--- config.mk ---
export PLATFORM = sky130hd
export DESIGN_NAME = rbs_fifo
export DESIGN_NICKNAME = d
export VERILOG_FILES = /design/src/rtl/rbs_pkg.sv /design/src/rtl/rbs_fifo.sv
export SDC_FILE = /design/constraint.sdc
export NUM_CORES = 1
export LEC_CHECK = 0
export BUFFER_PORTS_ARGS = -buffer_cell sky130_fd_sc_hd__buf_2
export CORE_AREA = 2 2 409 411
export DETAILED_ROUTE_END_ITERATION = 12
export DIE_AREA = 0 0 411 413
export SLEW_MARGIN = 20
export SYNTH_ARGS = -nofsm -noshare
export SYNTH_HDL_FRONTEND = slang
export SYNTH_SLANG_ARGS = --single-unit
--- constraint.sdc ---
create_clock -name clk -period 66 [get_ports clk]
set_input_delay 19.8 -clock clk [delete_from_list [all_inputs] [get_ports clk]]
set_output_delay 19.8 -clock clk [all_outputs]
set_load 0.02 [all_outputs]
--- src/rtl/rbs_pkg.sv ---
// Shared constants, types and register codes for the ray/box slab entry test.
// No dependencies; every other file but rbs_checker imports this package.
`default_nettype none

package rbs_pkg;

    // Payload widths
    localparam int CW    = 24;   // Q15.8 coordinate
    localparam int PW    = 41;   // one axis product, signed
    localparam int EW    = 44;   // dot products and slab numerators, signed
    localparam int MW    = 44;   // magnitudes and divider remainders
    localparam int QW    = 17;   // quotient bits (Q1.16, below 2.0)
    localparam int TW    = 18;   // signed slab parameter
    localparam int NSTEP = QW;   // one divider stage per quotient bit

    localparam logic signed [TW-1:0] T_LO  = -18'sd1;
    localparam logic signed [TW-1:0] T_ONE = 18'sd65536;
    localparam logic signed [TW-1:0] T_HI  = 18'sd65537;

    // Configuration register indexes
    localparam logic [2:0] CFG_CENTER_X  = 3'd0;
    localparam logic [2:0] CFG_CENTER_Y  = 3'd1;
    localparam logic [2:0] CFG_CENTER_Z  = 3'd2;
    localparam logic [2:0] CFG_HEIGHT    = 3'd3;
    localparam logic [2:0] CFG_LENGTH    = 3'd4;
    localparam logic [2:0] CFG_THICKNESS = 3'd5;
    localparam logic [2:0] CFG_HALF      = 3'd6;

    typedef enum logic [1:0] {
        LM_DIV,     // divide magnitude by magnitude
        LM_NEG,     // signs differ: parameter floors to -1 after saturation
        LM_SAT      // quotient beyond range: saturate high
    } lane_mode_t;

    typedef struct packed {
        lane_mode_t      mode;
        logic [MW-1:0]   rem;
        logic [QW-1:0]   q;
    } lane_t;

    typedef struct packed {
        logic            par;     // direction parallel to this slab
        logic            pmiss;   // parallel and outside the slab
        logic [MW-1:0]   den;     // |f|
        lane_t [1:0]     lane;    // entry and exit numerators
    } axis_t;

    typedef struct packed {
        axis_t [2:0] ax;
    } item_t;

    typedef struct packed {
        logic [2:0][CW-1:0] center;
        logic [2:0][47:0]   axis;
        logic [47:0]        half;
    } rbs_cfg_t;

endpackage

`default_nettype wire

--- src/rtl/rbs_fifo.sv ---
// Two-entry queue that decouples the front end from the divider back end.
// Depends on rbs_pkg for the item type.
`default_nettype none

module rbs_fifo
    import rbs_pkg::*;
(
    input  wire logic  clk,
    input  wire logic  rst_n,
    input  wire logic  push_valid,
    output logic       push_ready,
    input  wire item_t push_data,
    output logic       pop_valid,
    input  wire logic  pop_ready,
    output item_t      pop_data
);

    item_t      mem [2];
    logic       wr_ptr_reg, rd_ptr_reg;
    logic [1:0] count_reg;
    logic       push, pop;

    assign push_ready = (count_reg != 2'd2);
    assign pop_valid  = (count_reg != 2'd0);
    assign push       = push_valid && push_ready;
    assign pop        = pop_valid && pop_ready;
    assign pop_data   = mem[rd_ptr_reg];

    // Advance pointers and occupancy
    always_ff @(posedge clk or negedge rst_n)
    begin
        if (!rst_n)
        begin
            wr_ptr_reg <= 1'b0;
            rd_ptr_reg <= 1'b0;
            count_reg  <= 2'd0;
        end
        else
        begin
            if (push)
                wr_ptr_reg <= !wr_ptr_reg;
            if (pop)
                rd_ptr_reg <= !rd_ptr_reg;
            if (push && !pop)
                count_reg <= count_reg + 2'd1;
            else if (pop && !push)
                count_reg <= count_reg - 2'd1;
        end
    end

    // Store the incoming beat
    always_ff @(posedge clk)
    begin
        if (push)
            mem[wr_ptr_reg] <= push_data;
    end

endmodule

`default_nettype wire

### Yosys cells after proc, flatten, opt, wreduce, memory -nomap -nowiden

Memories as Yosys holds them, arrays and structs flattened.
Cells that the tools add are included.

| storage, ports and cells | value |
|---|---|
| register bits | 4 |
| latch bits | 0 |
| RAM bits | 1032 |
| ROM bits | 0 |
| output and inout port bits | 518 |
| word-level logic and storage cells | 21 |
| memories kept | 1 |

| cells by class | value |
|---|---|
| $add $sub $neg | 2 |
| multiply operators | 0 |
| divide/modulo/power cells | 0 |
| magnitude comparators | 0 |
| eq/ne operators | 1 |
| shift-type cells | 0 |
| muxes and demuxes | 4 |
| bitwise gates (word level) | 0 |
| reductions and logical operators | 10 |

Memory list:

| name | words | width | read ports | clocked after Yosys merged registers in | write ports | line | text |
|---|---|---|---|---|---|---|---|
| mem | 2 | 516 | 1 | 0 | 1 | rbs_fifo.sv:18 | `item_t mem [2];` |

Operators with widths:

| cell | count |
|---|---|
| 1-bit logical AND | 4 |
| 1-bit zero test | 4 |
| 2-bit 2-to-1 mux | 2 |
| 2-bit nonzero test | 2 |
| 2-bit by 1-bit adder with 2-bit output, second input constant | 1 |
| 1-bit 2-to-1 mux | 2 |
| 2-bit inequality test, second input constant | 1 |
| 2-bit by 1-bit subtractor with 2-bit output, second input constant | 1 |

### Longest topological paths before layout

Gate-level depths: netlist of run 1.

| depth | value |
|---|---|
| depth in word-level cells | 6 |
| gate-level depth with buffers | 7 |
| mapped depth without buffers | 7 |

### Worst setup path before layout of run 1

Ideal clock, no wire load.

| path | value |
|---|---|
| kind | input-to-reg |
| start point | in push_valid |
| end point | mem mem[0][0] (netlist name) (enable) |
| library setup time | 1.408 ns |
| arrival | 41.233 ns |
| path slack | 23.359 ns |
| stages | 2 |
| buffers on the path | 0 |
| cells stage by stage | nand2_1 > nor2_1 |

| on the way | value |
|---|---|
| longest elaborated chain between the ends | 3 |

Ends and longest elaborated chain:

| what | line | text |
|---|---|---|
| start, declared | rbs_fifo.sv:10 | `input wire logic push_valid,` |
| 1-bit logical AND | rbs_fifo.sv:25 | `assign push = push_valid && push_ready;` |
| 1-bit 2-to-1 mux | rbs_fifo.sv:54 | `if (push)` |
| 1-bit 2-to-1 mux (not written as such) | rbs_fifo.sv:55 | `mem[wr_ptr_reg] <= push_data;` |
| end, declared | rbs_fifo.sv:18 |  |

No other way between the ends.

==> metrics, run 1 <==
mapped cell area=0.0379 mm^2; worst path required time=46200 ps; Simple-Gate Fraction of Synth Area=less than 1%; post-synthesis sequential area ratio=82.1%; P per Cell Area=between 40 and 50 mW/mm^2; DIE AREA=between 0.15 and 0.2 mm^2; largest net degree at the start of global routing=158; cell area after layout=a little under 0.05 mm^2; Yosys top cell area share=between 80 and 90%; hold buffer count at cts=0; clock latency on the worst-skew pair=between 700 and 800 ps; startpoint types=flop; grt peak-use layer=met2; row count=150; GR Layer Usage met2=between 20 and 25%; CP max FO=65; via/cell ratio=4.00; Total GRT Usage=roughly 13%; Final period util=39.0%; Power, Total=2330 uW; antenna violations before repair=just over 90; MaxCap Viol Count=0; largest family of logic cells by synthesized area=multiplexers; hpwl dp=about 84000 um; dpl cell area=about 0.046 mm^2; CP endpoint kind=primary output; VDD IR max=roughly 0.029 mV; vias in the first global route=between 20000 and 25000; overall via count from detail_route=20212; unrepaired setup endpoints after global routing=no; final wirelength=113000 um; xor and xnor area share after synthesis=0.116%; share of post-route cells with drive strength above 1=61.4%; wire per inst=about 22 um; Synth Warn #=0; Die Span Y=413 um; final setup fails=0; worst hold path type=reg -> reg; H-Tree Level Count=3; Hold WS=a little under 500 ps; CTS tree=yes; Synth Area in Compound Gates=0%; fin crit period=between 20000 and 30000 ps; Slew HR=roughly 23%; library cells used by synthesis=15; CTS Buf Count=~110; Synth-to-Final Area Change=30.0%; worst-margin pin slew=~1200 ps; Root Driver=clkbuf_16; Arrival @ worst endpoint=~6000 ps; Synth Area in Adders=0.0330%; first-pass GRT wire length=around 150000 um; effective utilization at floorplan=about 23%; run status=finished clean; grt met1 use=13.3%; Post-Syn Nets=~2100; drt drc=0; Routed Antenna Nets=0; 1st-iter DRT viols=approximately 1300; gpl congestion=around 0.91; postcts setup bufs=0; Nets=~3300; die width=between 400 and 500 um; met3 Use GR=between 4 and 5%; IO Pins=approximately 1000; static leakage=0.0182 uW; Syn Area/Cell=23.3 um^2; post_cts resized=0; Final Hold Fails=0; drt pass-1 iters=5; highest clock rate=around 40 MHz; final setup TNS=0 ps; PortBufs=around 1000; #FFs+latches synth=1036; GR Overflow Total=0; Area contributors post-synth=edfxtp_1 82%, mux2_2 11%, mux2_4 5.2%, buf_2 0.56%, buf_6 0.48%; Synth area leader=edfxtp_1; critical path type=reg -> out; Final Max Slew Viols=0; core area=between 0.15 and 0.2 mm^2; mux contribution to synthesized area=between 10% and 20%; Largest register FFs=between 1000 and 1500; Syn Inst Count=about 1600; clk slew on worst S/H paths=~60 ps; Max Buffers Root-to-Sink=3; Final Skew=27.5 ps; CTS sink cnt=1036
==> logic make-up after synthesis <==
family,count (synthesis)
buf+inv,59
xor+xnor,5
fa+ha+maj,1
mux,516
simple gates,7
flops,1036
==> final timing paths <==
check,to,cells past startpoint,slack [ps],startpoint
max,pop_data[425],6,40270,rd_ptr_reg
min,count_reg[1],1,490,count_reg[1]
max reg2reg,mem[1][462],6,60790,count_reg[0]
min reg2reg,count_reg[1],1,490,count_reg[1]
max in group asynchronous,rd_ptr_reg,1,46970,rst_n
min in group asynchronous,count_reg[1],1,18890,rst_n
==> per-layer routing <==
metal | part of all wire [%] | vias to the layer above
met5 | 0.059 | -
met4 | 3.8 | 10
met2 | 52 | 980
met1 | 35 | 10135
li1 | - | 8795
met3 | 8.6 | 292
==> worst max-delay path: stages, from the launching register on <==
cell and delay [ps]:
dfrtp_4 970, buf_4 900, buf_4 710, buf_4 920
buf_4 900, mux2_4 360, buf_2 160
==> per-stage QoR <==
stage	cells	setup slack, ps	utilization [%]
global route	5040	39940	29.7
CTS	5028	40120	29.7
detailed placement	4830	40960	27.5
global placement	4830	41010	27.5
floorplan	1624	23360	-
finish	5050	40270	29.7
==> synthesized netlist by cell type, drive strengths merged <==
library cell,count
xor2,2
and3,1
ha,1
edfxtp,1032
nand2,2
nand2b,1
xnor2,3
buf,58
mux2,516
or2,1
inv,1
nor2,2
dfrtp,4
==> power by group <==
part           internal [uW]  total, uW  switching [uW]  leakage (uW)
sequential               902        947            45.0       0.00963
clock                    357        611             255       0.00174
combinational            287        768             481       0.00683
==> area by class of cell <==
cell class / instances / area, um^2
Clock inverter: 67 / 732
Timing Repair Buffer: 1060 / 5380
Multi-Input combinational cell: 529 / 6400
Inverter: 1 / 3.75
Tap cell: 2204 / 2760
Sequential cell: 1036 / 31100
Antenna cell: 22 / 55.1
Clock buffer: 131 / 2830
Fill cell: 16459 / 117000
==> layout by cell type, fill, tap and decap left out, types with 3 or more instances in the layout <==
cell type	n
dfrtp_1	3
mux2_2	386
edfxtp_1	1032
clkinv_1	23
buf_2	1037
diode_2	22
mux2_4	130
clkbuf_1	21
bufinv_16	13
clkinv_2	20
buf_4	22
xnor2_1	3
clkbuf_16	110
(Power assumes the default switching activity.)
==> inputs of run 2 (changes only) <==
--- a/config.mk
+++ b/config.mk
@@ -6,9 +6,9 @@
 export NUM_CORES = 1
 export LEC_CHECK = 0
 export BUFFER_PORTS_ARGS = -buffer_cell sky130_fd_sc_hd__buf_2
-export CORE_AREA = 2 2 409 411
+export CORE_AREA = 2 2 408 410
 export DETAILED_ROUTE_END_ITERATION = 12
-export DIE_AREA = 0 0 411 413
+export DIE_AREA = 0 0 410 412
 export SLEW_MARGIN = 20
 export SYNTH_ARGS = -nofsm -noshare
 export SYNTH_HDL_FRONTEND = slang
==> constraint.sdc (replaced) <==
create_clock -name clk -period 23 [get_ports clk]
set_input_delay 6.9 -clock clk [delete_from_list [all_inputs] [get_ports clk]]
set_output_delay 6.9 -clock clk [all_outputs]
set_load 0.02 [all_outputs]
==> metrics, run 2 (synthesized netlist as in run 1, its figures left out) <==
clock share of power=between 20% and 30%; DIE AREA=~0.17 mm^2; CP top delay family=buffers and inverters; Setup WS pre-CTS=11080 ps; Critical Path Max Stage Delay=between 1000 and 1500 ps; unrepaired setup endpoints after global routing=no; worst-margin pin slew=about 1200 ps; Max Buffers Root-to-Sink=3; Nets=between 3000 and 4000; dpl cell area=between 0.04 and 0.05 mm^2; NetSw=between 2000 and 2500 uW; Filler cells=16216; CTS Buf Count=between 100 and 150; via/cell ratio=between 4 and 5; Final period util=54.8%; placed instance count=4814; drt pass-1 iters=5; post_cts resized=0; 1st-iter DRT viols=1178; core area=~0.16 mm^2; Arrival @ worst endpoint=around 5700 ps; die width=between 400 and 500 um; hpwl dp=84900 um; postcts setup bufs=0; sw frac=around a third; Die Span Y=~410 um; CP max FO=around 70; PortBufs=1037; Layout Cells excl Fill=~5000; Synth-to-Final Area Change=30.7%; final wirelength=roughly 110000 um; largest net degree at the start of global routing=between 100 and 150; CP endpoint kind=primary output; commonest cells after routing, fill and taps aside=1037 x buf_2, 1032 x edfxtp_1, 386 x mux2_2; vias in the first global route=a little over 20000; drt drc=0; Final Max Slew Viols=0; crit path buf inv count=5; Final Hold Fails=0; clock latency on the worst-skew pair=roughly 750 ps; GR Overflow Total=0; row count=~150; final worst slack=between 10000 and 15000 ps; gpl congestion=0.861; worst hold path type=reg -> reg; startpoint types=flop; critical path type=reg -> out; design internal power=4510 uW; most common cell after layout, fill and taps aside=buf_2; run status=finished clean; Final Skew=about 34 ps; H-Tree Level Count=3; hold buffer count at cts=0; Routed Antenna Nets=0; Critical Path, Cell by Cell=buf_4, buf_4, buf_4, buf_4, mux2_2, buf_2; overall via count from detail_route=a little over 20000; IO Pins=between 1000 and 1500; Largest register FFs=1032; CTS tree=yes; antenna violations before repair=87; MaxCap Viol Count=0; final setup fails=0; worst path required time=between 15000 and 20000 ps; first-pass GRT wire length=152000 um; Total GRT Usage=between 10% and 20%; effective utilization at floorplan=23.1%; CP most frequent cell=buf_4; Slew HR=about 22%; VDD IR max=between 0.07 and 0.08 mV; cell area after layout=slightly below 0.05 mm^2; CTS sink cnt=~1000; wire per inst=around 23 um; Max stage delay cell, worst path=dfrtp_4; share of post-route cells with drive strength above 1=between 60% and 70%; clk slew on worst S/H paths=around 60 ps; combinational share of power=between 30% and 40%; highest clock rate=approximately 80 MHz; static leakage=0.0183 uW; final setup TNS=0 ps; Flop pwr share=around two fifths; P per Cell Area=137 mW/mm^2; Root Driver=clkbuf_16; fin crit period=~13000 ps
run 2: cell count changes in the layout (fill, tap and decap cells not counted), moves of 3 or more:
cell and delta:
clkbuf_16 +4, bufinv_16 +4, clkbuf_1 -6, clkinvlp_4 +3
inv_6 +3, clkinv_1 +3
run 2: worst paths after layout:
| check | start | to | slack, ps | depth (start not counted) |
|---|---|---|---|---|
| setup reg to reg | count_reg[0] | mem[1][448] | 18000 | 6 |
| hold / removal | count_reg[1] | count_reg[1] | 490 | 1 |
| min in group asynchronous | rst_n | wr_ptr_reg | 5960 | 1 |
| setup / recovery | rd_ptr_reg | pop_data[80] | 10390 | 6 |
| hold reg to reg | count_reg[1] | count_reg[1] | 490 | 1 |
| max in group asynchronous | rst_n | rd_ptr_reg | 16880 | 1 |
run 2: stage by stage:
step	total power (uW)	utilization (%)	hold slack, ps
finish	6790	30.1	489
global route	7070	30.1	538
CTS	6900	30.1	494
detailed placement	5010	27.8	483
global placement	5000	27.8	475
floorplan	4450	-	456
run 2: routing by layer:
layer / vias up / part of all wire [%] / track usage (%)
met5: - / 0.087 / 0
met4: 16 / 3.9 / 5.29
met3: 303 / 8.7 / 4.38
met2: 948 / 52 / 23.1
met1: 10274 / 35 / 13.4
li1: 8823 / - / -
run 2: cell type report:
| cell class | count | area, um^2 | area share [%] |
|---|---|---|---|
| clock inverter | 82 | 926 | 1.87 |
| inverter | 1 | 3.75 | 0.00758 |
| clock buffer | 129 | 2910 | 5.88 |
| antenna | 20 | 50.0 | 0.101 |
| sequential | 1036 | 31100 | 62.8 |
| timing repair buffer | 1059 | 5380 | 10.9 |
| multi-input combinational | 529 | 6400 | 12.9 |
| tap | 2189 | 2740 | 5.53 |
run 2: power groups by stage:
stage / Clock, uW / Sequential [uW] / Combinational, uW
final: 1860 / 2700 / 2230
after global routing: 1980 / 2740 / 2360
after CTS: 1910 / 2710 / 2270
after detailed placement: 0 / 2750 / 2270
after global placement: 0 / 2740 / 2270
after floorplan: 0 / 2940 / 1510
